File: config.mk
export PLATFORM = sky130hd
export DESIGN_NAME = ready_job_dispatch_selector
export DESIGN_NICKNAME = d
export VERILOG_FILES = /design/src/rtl/rjds_pkg.sv /design/src/rtl/rjds_ctrl.sv /design/src/rtl/rjds_datapath.sv /design/src/rtl/ready_job_dispatch_selector.sv
export SDC_FILE = /design/constraint.sdc
export NUM_CORES = 1
export LEC_CHECK = 0
export BUFFER_PORTS_ARGS = -buffer_cell sky130_fd_sc_hd__buf_2
export CAP_MARGIN = 40
export CORE_UTILIZATION = 63
export CTS_CLUSTER_DIAMETER = 120
export DETAILED_ROUTE_END_ITERATION = 8
export PLACE_DENSITY_LB_ADDON = 0.1
export SYNTH_ARGS = -nofsm -noshare
export SYNTH_HDL_FRONTEND = slang
export SYNTH_SLANG_ARGS = --single-unit
File: constraint.sdc
create_clock -name clock -period 15.8 [get_ports clock]
set_input_delay 3.16 -clock clock [delete_from_list [all_inputs] [get_ports clock]]
set_output_delay 3.16 -clock clock [all_outputs]
set_load 0.03 [all_outputs]
File: src/rtl/rjds_pkg.sv
package rjds_pkg;

   // command codes
   localparam logic [1:0] OP_ADD      = 2'd0;
   localparam logic [1:0] OP_COMPLETE = 2'd1;
   localparam logic [1:0] OP_LIST     = 2'd2;

   // order modes; the unused code falls back to arrival order
   localparam logic [1:0] MODE_ARRIVAL  = 2'd0;
   localparam logic [1:0] MODE_PRIORITY = 2'd1;
   localparam logic [1:0] MODE_DEADLINE = 2'd2;
   localparam logic [1:0] MODE_RESET    = MODE_PRIORITY;

   // fixed field and counter widths
   localparam int ID_W        = 4;
   localparam int MASK_W      = 16;
   localparam int ARRIVAL_W   = 16;
   localparam int LIST_MAX    = 16;
   localparam int LIST_CNT_W  = $clog2(LIST_MAX);

   typedef struct packed {
      logic [1:0]        opcode;
      logic [ID_W-1:0]   job_id;
      logic [7:0]        job_priority;
      logic [15:0]       job_deadline;
      logic [MASK_W-1:0] depends_on_mask;
   } req_data_type;

   typedef struct packed {
      logic [ID_W-1:0] ready_id;
      logic            ready_valid;
      logic            last_in_list;
   } rsp_data_type;

   // controller to datapath
   typedef struct packed {
      logic add;
      logic complete;
      logic load;
      logic step;
   } dp_cmd_type;

   // datapath to controller
   typedef struct packed {
      logic last;
   } dp_status_type;

endpackage

File: src/rtl/rjds_ctrl.sv
module rjds_ctrl
   import rjds_pkg::*;
(
   input  logic          clock,
   input  logic          reset,
   input  logic          req_valid,
   output logic          req_ready,
   input  logic [1:0]    req_opcode,
   output logic          rsp_valid,
   input  logic          rsp_ready,
   output dp_cmd_type    dp_cmd,
   input  dp_status_type dp_status
);

   typedef enum logic {
      ST_IDLE,
      ST_LIST
   } state_type;

   state_type state_ff, state_in;
   logic      rsp_valid_ff, rsp_valid_in;
   logic      accept;
   logic      out_free;

   // handshake and command decode
   assign req_ready = (state_ff == ST_IDLE);
   assign accept    = req_valid && req_ready;
   assign out_free  = !rsp_valid_ff || rsp_ready;
   assign rsp_valid = rsp_valid_ff;

   assign dp_cmd.add      = accept && (req_opcode == OP_ADD);
   assign dp_cmd.complete = accept && (req_opcode == OP_COMPLETE);
   assign dp_cmd.load     = accept && (req_opcode == OP_LIST);
   assign dp_cmd.step     = (state_ff == ST_LIST) && out_free;

   // next state and output valid
   always_comb begin
      state_in     = state_ff;
      rsp_valid_in = rsp_valid_ff;
      if (rsp_ready) begin
         rsp_valid_in = 1'b0;
      end
      unique case (state_ff)
         ST_IDLE: begin
            if (dp_cmd.load) begin
               state_in = ST_LIST;
            end
         end
         ST_LIST: begin
            if (dp_cmd.step) begin
               rsp_valid_in = 1'b1;
               if (dp_status.last) begin
                  state_in = ST_IDLE;
               end
            end
         end
         default: state_in = ST_IDLE;
      endcase
   end

   always_ff @(posedge clock) begin
      if (reset) begin
         state_ff     <= ST_IDLE;
         rsp_valid_ff <= 1'b0;
      end else begin
         state_ff     <= state_in;
         rsp_valid_ff <= rsp_valid_in;
      end
   end

endmodule

File: src/rtl/rjds_datapath.sv
module rjds_datapath
   import rjds_pkg::*;
#(
   parameter int JOB_SLOTS     = 16,
   parameter int PRIORITY_BITS = 8,
   parameter int DEADLINE_BITS = 16
) (
   input  logic          clock,
   input  logic          reset,
   input  req_data_type  req_data,
   input  logic          csr_we,
   input  logic [1:0]    csr_wdata,
   input  dp_cmd_type    dp_cmd,
   output dp_status_type dp_status,
   output rsp_data_type  rsp_data
);

   localparam int SLOT_W = $clog2(JOB_SLOTS);
   localparam int LEAVES = 1 << SLOT_W;
   localparam int NODES  = 2 * LEAVES - 1;
   localparam int PD_W   = (PRIORITY_BITS > DEADLINE_BITS) ? PRIORITY_BITS : DEADLINE_BITS;
   localparam int KEY_W  = (PD_W > ARRIVAL_W) ? PD_W : ARRIVAL_W;

   // job table
   logic                     present_ff  [JOB_SLOTS];
   logic                     done_ff     [JOB_SLOTS];
   logic [PRIORITY_BITS-1:0] priority_ff [JOB_SLOTS];
   logic [DEADLINE_BITS-1:0] deadline_ff [JOB_SLOTS];
   logic [ARRIVAL_W-1:0]     arrival_ff  [JOB_SLOTS];
   logic [MASK_W-1:0]        waits_on_ff [JOB_SLOTS];

   logic [ARRIVAL_W-1:0]  arrival_cnt_ff;
   logic [1:0]            order_mode_ff;
   logic [JOB_SLOTS-1:0]  mask_ff, mask_in;
   logic [LIST_CNT_W-1:0] count_ff;
   rsp_data_type          rsp_data_ff, rsp_data_in;

   logic                 slot_ok;
   logic [MASK_W-1:0]    satisfied;
   logic [JOB_SLOTS-1:0] ready_vec;
   logic [JOB_SLOTS-1:0] pick_vec;
   logic [KEY_W-1:0]     entry_key [JOB_SLOTS];

   logic                 node_vld [NODES];
   logic [KEY_W-1:0]     node_key [NODES];
   logic [SLOT_W-1:0]    node_idx [NODES];

   assign slot_ok = (32'(req_data.job_id) < JOB_SLOTS);

   // per-entry storage, write and key select
   for (genvar i = 0; i < JOB_SLOTS; i++) begin : g_entry
      logic                     hit;
      logic [PRIORITY_BITS-1:0] prio_inv;

      assign hit      = slot_ok && (32'(req_data.job_id) == i);
      assign prio_inv = ~priority_ff[i];

      always_ff @(posedge clock) begin
         if (reset) begin
            present_ff[i] <= 1'b0;
            done_ff[i]    <= 1'b0;
         end else if (dp_cmd.add && hit) begin
            present_ff[i] <= 1'b1;
            done_ff[i]    <= 1'b0;
         end else if (dp_cmd.complete && hit && present_ff[i]) begin
            done_ff[i]    <= 1'b1;
         end
      end

      always_ff @(posedge clock) begin
         if (dp_cmd.add && hit) begin
            priority_ff[i] <= PRIORITY_BITS'(req_data.job_priority);
            deadline_ff[i] <= DEADLINE_BITS'(req_data.job_deadline);
            arrival_ff[i]  <= arrival_cnt_ff;
            waits_on_ff[i] <= req_data.depends_on_mask;
         end
      end

      // smaller key goes first; priority is inverted so the largest wins
      always_comb begin
         unique case (order_mode_ff)
            MODE_PRIORITY: entry_key[i] = KEY_W'(prio_inv);
            MODE_DEADLINE: entry_key[i] = KEY_W'(deadline_ff[i]);
            default:       entry_key[i] = KEY_W'(arrival_ff[i]);
         endcase
      end

      assign ready_vec[i] = present_ff[i] && !done_ff[i]
                            && ((waits_on_ff[i] & ~satisfied) == '0);
      assign pick_vec[i]  = node_vld[0] && (node_idx[0] == SLOT_W'(i));
   end

   // a dependency is met only by a present, completed job in range
   for (genvar k = 0; k < MASK_W; k++) begin : g_sat
      if (k < JOB_SLOTS) begin : g_in
         assign satisfied[k] = present_ff[k] && done_ff[k];
      end else begin : g_out
         assign satisfied[k] = 1'b0;
      end
   end

   // selection tree leaves, lower ids on the left
   for (genvar i = 0; i < LEAVES; i++) begin : g_leaf
      if (i < JOB_SLOTS) begin : g_used
         assign node_vld[LEAVES-1+i] = mask_ff[i];
         assign node_key[LEAVES-1+i] = entry_key[i];
         assign node_idx[LEAVES-1+i] = SLOT_W'(i);
      end else begin : g_pad
         assign node_vld[LEAVES-1+i] = 1'b0;
         assign node_key[LEAVES-1+i] = '0;
         assign node_idx[LEAVES-1+i] = '0;
      end
   end

   // inner nodes: right side wins only on a strictly smaller key
   for (genvar n = 0; n < LEAVES - 1; n++) begin : g_node
      logic take_right;
      assign take_right  = node_vld[2*n+2]
                           && (!node_vld[2*n+1] || (node_key[2*n+2] < node_key[2*n+1]));
      assign node_vld[n] = node_vld[2*n+1] || node_vld[2*n+2];
      assign node_key[n] = take_right ? node_key[2*n+2] : node_key[2*n+1];
      assign node_idx[n] = take_right ? node_idx[2*n+2] : node_idx[2*n+1];
   end

   // next list mask and result
   always_comb begin
      mask_in                  = mask_ff & ~pick_vec;
      rsp_data_in.ready_id     = node_vld[0] ? ID_W'(node_idx[0]) : '0;
      rsp_data_in.ready_valid  = node_vld[0];
      rsp_data_in.last_in_list = !node_vld[0] || (mask_in == '0)
                                 || (count_ff == LIST_CNT_W'(LIST_MAX - 1));
   end

   assign dp_status.last = rsp_data_in.last_in_list;
   assign rsp_data       = rsp_data_ff;

   // arrival stamp counter, saturating
   always_ff @(posedge clock) begin
      if (reset) begin
         arrival_cnt_ff <= '0;
      end else if (dp_cmd.add && slot_ok && (arrival_cnt_ff != '1)) begin
         arrival_cnt_ff <= arrival_cnt_ff + 1'b1;
      end
   end

   // order mode register
   always_ff @(posedge clock) begin
      if (reset) begin
         order_mode_ff <= MODE_RESET;
      end else if (csr_we) begin
         order_mode_ff <= csr_wdata;
      end
   end

   // list walk state
   always_ff @(posedge clock) begin
      if (reset) begin
         mask_ff  <= '0;
         count_ff <= '0;
      end else if (dp_cmd.load) begin
         mask_ff  <= ready_vec;
         count_ff <= '0;
      end else if (dp_cmd.step) begin
         mask_ff  <= mask_in;
         count_ff <= count_ff + 1'b1;
      end
   end

   // result register
   always_ff @(posedge clock) begin
      if (dp_cmd.step) begin
         rsp_data_ff <= rsp_data_in;
      end
   end

endmodule

File: src/rtl/ready_job_dispatch_selector.sv
// ready job dispatch selector
// holds a table of jobs indexed by id and lists the jobs that are ready to run
// req channel (valid/ready) carries one command item: add a job, mark a job
// completed or list the ready jobs; rsp channel (valid/ready) returns one
// item per listed job, with last_in_list on the final one, or a single item
// with ready_valid low when nothing is ready
// csr_we/csr_wdata write the order mode (arrival, priority or deadline)
// add and complete leave the input open; the next item is taken in the next cycle
// a list first snapshots the ready set into a mask register, then emits the
// results one at a time through the result register; each result comes from
// one pass through a compare tree over all slots, so the tree depth of
// log2(JOB_SLOTS) compares sets the clock path
// no new item is taken while a list is being emitted
// a stalled receiver holds the current result; the walk waits with it
// reset empties the table, clears the arrival counter and sets priority order
module ready_job_dispatch_selector
   import rjds_pkg::*;
#(
   parameter int JOB_SLOTS     = 16,
   parameter int PRIORITY_BITS = 8,
   parameter int DEADLINE_BITS = 16
) (
   input  logic         clock,
   input  logic         reset,
   input  logic         req_valid,
   output logic         req_ready,
   input  req_data_type req_data,
   output logic         rsp_valid,
   input  logic         rsp_ready,
   output rsp_data_type rsp_data,
   input  logic         csr_we,
   input  logic [1:0]   csr_wdata
);

   dp_cmd_type    dp_cmd;
   dp_status_type dp_status;

   // sequencer
   rjds_ctrl u_ctrl (
      .clock      (clock),
      .reset      (reset),
      .req_valid  (req_valid),
      .req_ready  (req_ready),
      .req_opcode (req_data.opcode),
      .rsp_valid  (rsp_valid),
      .rsp_ready  (rsp_ready),
      .dp_cmd     (dp_cmd),
      .dp_status  (dp_status)
   );

   // job table and selection
   rjds_datapath #(
      .JOB_SLOTS     (JOB_SLOTS),
      .PRIORITY_BITS (PRIORITY_BITS),
      .DEADLINE_BITS (DEADLINE_BITS)
   ) u_datapath (
      .clock     (clock),
      .reset     (reset),
      .req_data  (req_data),
      .csr_we    (csr_we),
      .csr_wdata (csr_wdata),
      .dp_cmd    (dp_cmd),
      .dp_status (dp_status),
      .rsp_data  (rsp_data)
   );

endmodule

# ---- After elaboration in Yosys (flattened, before gate mapping)
# Memory sizes are Yosys's and may differ from the RTL's.
# Cells that the tools add are included.
dict set report classes {
  n_mux 412
  mul 0
  addsub 2
  div_mod_pow 0
  reduce_logical 281
  n_eq_ne 36
  n_bitwise 84
  n_lt_le_gt_ge 15
  shifts 0
}
# operator count
set ops {}
lappend ops {{$mux 16} 61}
lappend ops {{$reduce_or 16->1} 45}
lappend ops {{$pmux 16 s2} 16}
lappend ops {{$and 16x16->16} 17}
lappend ops {{$logic_not 16->1} 17}
lappend ops {{$mux 1} 252}
lappend ops {{$mux 4} 61}
lappend ops {{$lt 16x16->1} 15}
lappend ops {{$logic_and 1x1->1} 133}
lappend ops {{$not 8->8} 16}
lappend ops {{$mux 8} 15}
lappend ops {{$reduce_or 8->1} 15}
lappend ops {{$eq 4x4->1 const B} 17}
lappend ops {{$or 1x1->1} 48}
lappend ops {{$logic_not 1->1} 33}
lappend ops {{$logic_or 1x1->1} 33}
lappend ops {{$eq 4x3->1 const B} 8}
lappend ops {{$not 16->16} 2}
lappend ops {{$add 16x1->16 const B} 1}
lappend ops {{$eq 4x2->1 const B} 4}
lappend ops {{$ne 16x16->1 const B} 1}
lappend ops {{$eq 4x1->1 const B} 2}
lappend ops {{$logic_not 4->1} 2}
lappend ops {{$mux 2} 4}
lappend ops {{9 further kinds} 12}
dict set report totals {
  register_bits 46
  n_memories 6
  word_cells 845
  output_inout_bits 8
  latch_bits 0
  ramBits 928
  romBits 0
}
# memory depth word_bits read_ports rd_clocked_by_memory_dff write_ports line_no
set memory_table {}
lappend memory_table {u_datapath.arrival_ff 16 16 16 0 1 rjds_datapath.sv:29} ;# logic [ARRIVAL_W-1:0] arrival_ff [JOB_SLOTS];
lappend memory_table {u_datapath.deadline_ff 16 16 16 0 1 rjds_datapath.sv:28} ;# logic [DEADLINE_BITS-1:0] deadline_ff [JOB_SLOTS];
lappend memory_table {u_datapath.waits_on_ff 16 16 16 0 1 rjds_datapath.sv:30} ;# logic [MASK_W-1:0] waits_on_ff [JOB_SLOTS];
lappend memory_table {u_datapath.priority_ff 16 8 16 0 1 rjds_datapath.sv:27} ;# logic [PRIORITY_BITS-1:0] priority_ff [JOB_SLOTS];
lappend memory_table {u_datapath.done_ff 16 1 16 0 16 rjds_datapath.sv:26} ;# logic done_ff [JOB_SLOTS];
lappend memory_table {u_datapath.present_ff 16 1 16 0 16 rjds_datapath.sv:25} ;# logic present_ff [JOB_SLOTS];

# ---- Longest topological paths before layout
# An unclocked memory read counts as a cell.
dict set report logic_depth {
  word_depth 29
  depth_mapped 69
}

# ---- By module
# A second synthesis with hierarchy kept.
dict set report hier_totals {
  cells_unflattened 3348
  hier_area_um2 44244.9
}
# module cells_each instances area_each_um2 seq_area_each_um2
set modules_own_cells {}
lappend modules_own_cells {rjds_datapath 3337 1 44131.1 28797.6}
lappend modules_own_cells {rjds_ctrl 11 1 113.9 40.0}

# ---- Worst setup path after synthesis
# No wires, ideal clock.
dict set report synth_path {
  path_kind {reg-to-reg}
  start {register u_datapath.order_mode_ff[0]}
  end {register u_ctrl.state_ff}
  arrival_ps 13255
  path_stages_with_launch 64
  setup_ps 134
  slack_ps 2411
  period_less_slack_ps 13389
  cell_sequence {dfxtp_1 inv_1 ha_1 buf_4 clkbuf_1 buf_2 buf_2 buf_2 buf_1 clkbuf_1 clkbuf_1 clkbuf_1 a22oi_1 ha_1 a21oi_1 nand2_1 a221oi_1 a31oi_1 [28 not listed] ha_1 a21o_1 a21o_1 a21oi_1 o21ai_0 a21o_1 a21oi_1 a21o_1 a211oi_1 mux2_1 a211o_1 a211o_1 buf_2 nor3_1 nor2_1 or4_1 nor4_2 o221ai_1}
}
dict set report synth_via {
  elab_chain_cells 28
  elab_cells_between_ends 132
  classes_between {order compare (15); eq/ne (17); mux (48); bitwise (2); reduce/logical (50)}
}
# element line_no
set synth_rtl {}
lappend synth_rtl {{start, declared} rjds_datapath.sv:33} ;# logic [1:0] order_mode_ff;
lappend synth_rtl {{start signal, assigned} rjds_datapath.sv:151} ;# order_mode_ff <= csr_wdata;
lappend synth_rtl {{$eq 2x2->1 / $eq 2x1->1 (equally long branches)} rjds_datapath.sv:81} ;# unique case (order_mode_ff)
lappend synth_rtl {{$pmux 16 s2} rjds_datapath.sv:81}
lappend synth_rtl {{$lt 16x16->1} rjds_datapath.sv:119} ;# && (!node_vld[2*n+1] || (node_key[2*n+2] < node_key[2*n+1]));
lappend synth_rtl {{$logic_or 1x1->1} rjds_datapath.sv:119}
lappend synth_rtl {{$logic_and 1x1->1} rjds_datapath.sv:119}
lappend synth_rtl {{$mux 16} rjds_datapath.sv:121} ;# assign node_key[n] = take_right ? node_key[2*n+2] : node_key[2*n+1];
lappend synth_rtl {{$lt 16x16->1} rjds_datapath.sv:119}
lappend synth_rtl {{$logic_or 1x1->1} rjds_datapath.sv:119}
lappend synth_rtl {{[12 not listed]} -}
lappend synth_rtl {{$not 16->16 *} rjds_datapath.sv:127} ;# mask_in = mask_ff & ~pick_vec;
lappend synth_rtl {{$and 16x16->16 *} rjds_datapath.sv:127}
lappend synth_rtl {{$logic_not 16->1 *} rjds_datapath.sv:130} ;# rsp_data_in.last_in_list = !node_vld[0] || (mask_in == '0)
lappend synth_rtl {{$logic_or 1x1->1 *} rjds_datapath.sv:130}
lappend synth_rtl {{$logic_or 1x1->1 *} rjds_datapath.sv:131} ;# || (count_ff == LIST_CNT_W'(LIST_MAX - 1));
lappend synth_rtl {{$mux 1 *} rjds_ctrl.sv:52} ;# if (dp_status.last) begin
lappend synth_rtl {{$mux 1 *} rjds_ctrl.sv:50} ;# if (dp_cmd.step) begin
lappend synth_rtl {{$pmux 1 s2 *} rjds_ctrl.sv:43} ;# unique case (state_ff)
lappend synth_rtl {{end signal, assigned} rjds_ctrl.sv:66} ;# state_ff <= state_in;
lappend synth_rtl {{end, declared} rjds_ctrl.sv:20} ;# state_type state_ff, state_in;
# Mark *: on every way between the ends. The rest lies on a longest branch, timed or not.
# A chain may end at the register's enable or synchronous reset.

# ---- Final worst setup path
# Same ends and word-level chain as after synthesis.

==> key figures <==
Place
  • Inst Count DP: ~4.4k
  • HPWL after DPL: 93900 um
  • Worst slack at placement: between 1.5 and 2 ns
  • Gpl congestion: about 1.0
  • Post-place instance area: between 0.04 and 0.05 mm2
  • Port Buf Inserts: 60

STA
  • Clock Skews: about 0.057 ns
  • Number of setup violations in the final report: 0
  • Unrepaired setup endpoints after global routing: no
  • WHS: ~0.50 ns
  • Final Hold Fails: 0
  • Final worst setup slack: roughly 1.1 ns
  • Max_slew headroom: 0.326
  • Slew Limit Fails: 0
  • Final Critical Period: roughly 15 ns
  • FMAX: 68.1 MHz
  • Sum Neg Setup Slack: 0 ns
  • Worst Max-Slew Pin Slew: approximately 1.0 ns
  • Tcrit/Tclk final: 0.930

Floorplanning
  • # IOs: slightly above 60
  • Die area: between 0.07 and 0.08 mm2
  • Row count: a little under 100
  • Core Region: around 0.07 mm2
  • Die Wd: about 270 um
  • Chip Height: between 200 and 300 um
  • Initial Utilization: 0.636

Clocking
  • # Post-CTS Setup Buffers: 0
  • PostCTS Resize Cnt: 0
  • Clk buf depth: 3
  • CTS buffer count: a little under 100
  • Worst-Skew Late Latency: about 0.70 ns
  • CTS tree: built
  • CTS clk-pin slew, worst paths: approximately 0.06 ns
  • Post-CTS Hold Buffers: 0
  • Sink Count: ~1000
  • CTS Root Cell: clkbuf_16
  • H-tree Lvls: 3

Yosys
  • Number of synthesized flops with an enable pin: 933
  • Adder-Cell Fraction of Synth Area: 0.0612
  • Synth Warn #: 0
  • Mapped Nets: approximately 3.7k
  • Post-Synth XOR/XNOR Area: 0.00296
  • Mux cell area share after synthesis: 0.0129
  • Yosys top cell by area: edfxtp_1
  • Post-Syn Area per Cell: about 13 um2
  • Simple-Gate Fraction of Synth Area: 0.0904
  • Main combinational cell family by area after synthesis: compound AO/OA/AOI/OAI gates
  • Synth top area share: 0.630
  • Post-Syn Area: 0.0444 mm2
  • Compound-Gate Fraction of Synth Area: 0.156
  • Distinct cells, synth: 95
  • Asr flop ratio synth: 0
  • Seq cells post-synth: ~970
  • Main synth FF type: edfxtp_1
  • Synth area leaders: edfxtp_1, ha_1, a22oi_1, nand2_1, o21ai_0
  • Syn Inst Count: around 3.4k
  • Register area share after synthesis: 0.649

Cells and area
  • Most frequent cells in the layout: edfxtp_1, nand2_1, o21ai_0
  • Final net count: ~3.8k
  • Util after Layout: 0.708
  • Non-Filler Instances: around 4.5k
  • Commonest non-fill, non-tap cell in the layout: edfxtp_1
  • Post-route cell area: 0.0495 mm2
  • Area Growth Syn to Fin: 11.4%
  • Layout cells sized above 1: 0.102

Setup path
  • CP max FO: 50
  • Cell mode on critical path: o21ai_0
  • Crit path kind: flop to flop
  • Crit path launch: u_datapath.order_mode_ff[0]
  • Worst R2R Start: u_datapath.order_mode_ff[0]
  • Crit path DAT: about 15 ns
  • Critical path buffers and inverters: 5
  • CP Capture Type: flop
  • Worst path required time: about 16 ns
  • Crit path max-delay family: compound AO/OA/AOI/OAI gates
  • Startpoint types: flop
  • Worst path max stage delay: ~0.74 ns
  • Slowest stage cell on the critical path: o21ai_0

Drt
  • Residual DRC: 0
  • Antenna violation net count after detailed routing: 0
  • First-pass DRT Iterations: 6
  • WL/cell: a little over 30 um
  • Vias: ~31k
  • Overall routed net length: around 140000 um
  • DRT iter0 DRCs: 4482
  • Via density: ~6.9

Power and ir drop
  • Overall power: around 6.1 mW
  • PwrDens: 122 mW/mm2
  • VDD IR-drop max: roughly 0.11 mV
  • Leak: 17.2 nW

Global routing
  • Initial antenna violation count: 1
  • Gr ovfl total: 0
  • Largest net degree at the start of global routing: between 100 and 150
  • Total GRT Usage: 0.389
  • First-pass GRT wire length: 198000 um
  • Vias in the first global route: about 30k

Run
  • Number of max-cap violations: 0

Hold path
  • Worst Hold Class: flop to flop
  • Hold wc startpoint: u_datapath.count_ff[1]

Status
  • Status: finished, final reports clean
## layer usage
metal | vias up | track usage | share of wire
met2 | 2049 | 0.606 | 0.46
li1 | 13500 | - | -
met1 | 15500 | 0.517 | 0.38
met4 | 0 | 0.213 | 0.060
met3 | 411 | 0.0756 | 0.10
met5 | - | 0 | 0
## area by class of cell
class,count,area [um2]
sequential,974,28800
tap,940,1180
inverter,150,563
multi-input combinational,2140,14500
clock buffer,129,2600
timing repair buffer,152,1270
clock inverter,52,547
fill,4734,20400
antenna,3,7.51
## Yosys cell counts (38+ instances only)
library cell / number
nand2_1: 303
dfxtp_1: 41
a21o_1: 43
nand4_1: 55
inv_1: 147
edfxtp_1: 933
a22oi_1: 159
nor2b_1: 50
mux2i_1: 49
a21oi_1: 182
ha_1: 213
nor2_1: 188
a221oi_1: 53
nand3_1: 64
a31oi_1: 38
clkbuf_1: 118
nor3_1: 42
a22o_1: 84
o21ai_0: 224
nand2b_1: 67
## path summary, 6_finish.rpt
check | cells after the start | to | slack, ns
max | 56 | u_ctrl.state_ff | 1.11
min reg2reg | 2 | u_datapath.count_ff[1] | 0.50
min | 2 | u_datapath.count_ff[1] | 0.50
max reg2reg | 56 | u_ctrl.state_ff | 1.11
## cell families (layout without fill, tap and decap cells)
logic type / count (synthesis) / after routing
AO/OA/AOI/OAI: 1002 / 1002
buffers and inverters: 316 / 483
adder cells (fa/ha/maj): 218 / 218
other: 0 / 3
multiplexers: 56 / 56
AND/OR/NAND/NOR: 849 / 849
flip-flops: 974 / 974
XOR/XNOR: 15 / 15
## state kept, by name (all words and copies together), names as in the netlist
name and cells:
u_datapath.arrival_ff 256, u_datapath.deadline_ff 256, u_datapath.waits_on_ff 256, u_datapath.priority_ff 128, u_datapath.arrival_cnt_ff 16, u_datapath.done_ff 16
u_datapath.mask_ff 16, u_datapath.present_ff 16, u_datapath.rsp_data 6, u_datapath.count_ff 4, u_datapath.order_mode_ff 2, u_ctrl.rsp_valid 1
u_ctrl.state_ff 1
## worst min-delay path, stage by stage (launching register included)
cell and delay, ns:
dfxtp_1 0.33, nand2_1 0.06, a21oi_1 0.06
## where the power goes
group          internal, mW  total (mW)  switching (mW)
logic                 0.310       0.946           0.635
registers              2.83        2.84         0.00989
clock network          1.26        2.27            1.01
total                  4.40        6.06            1.66
No activity file was read; power rests on OpenSTA's default activity.
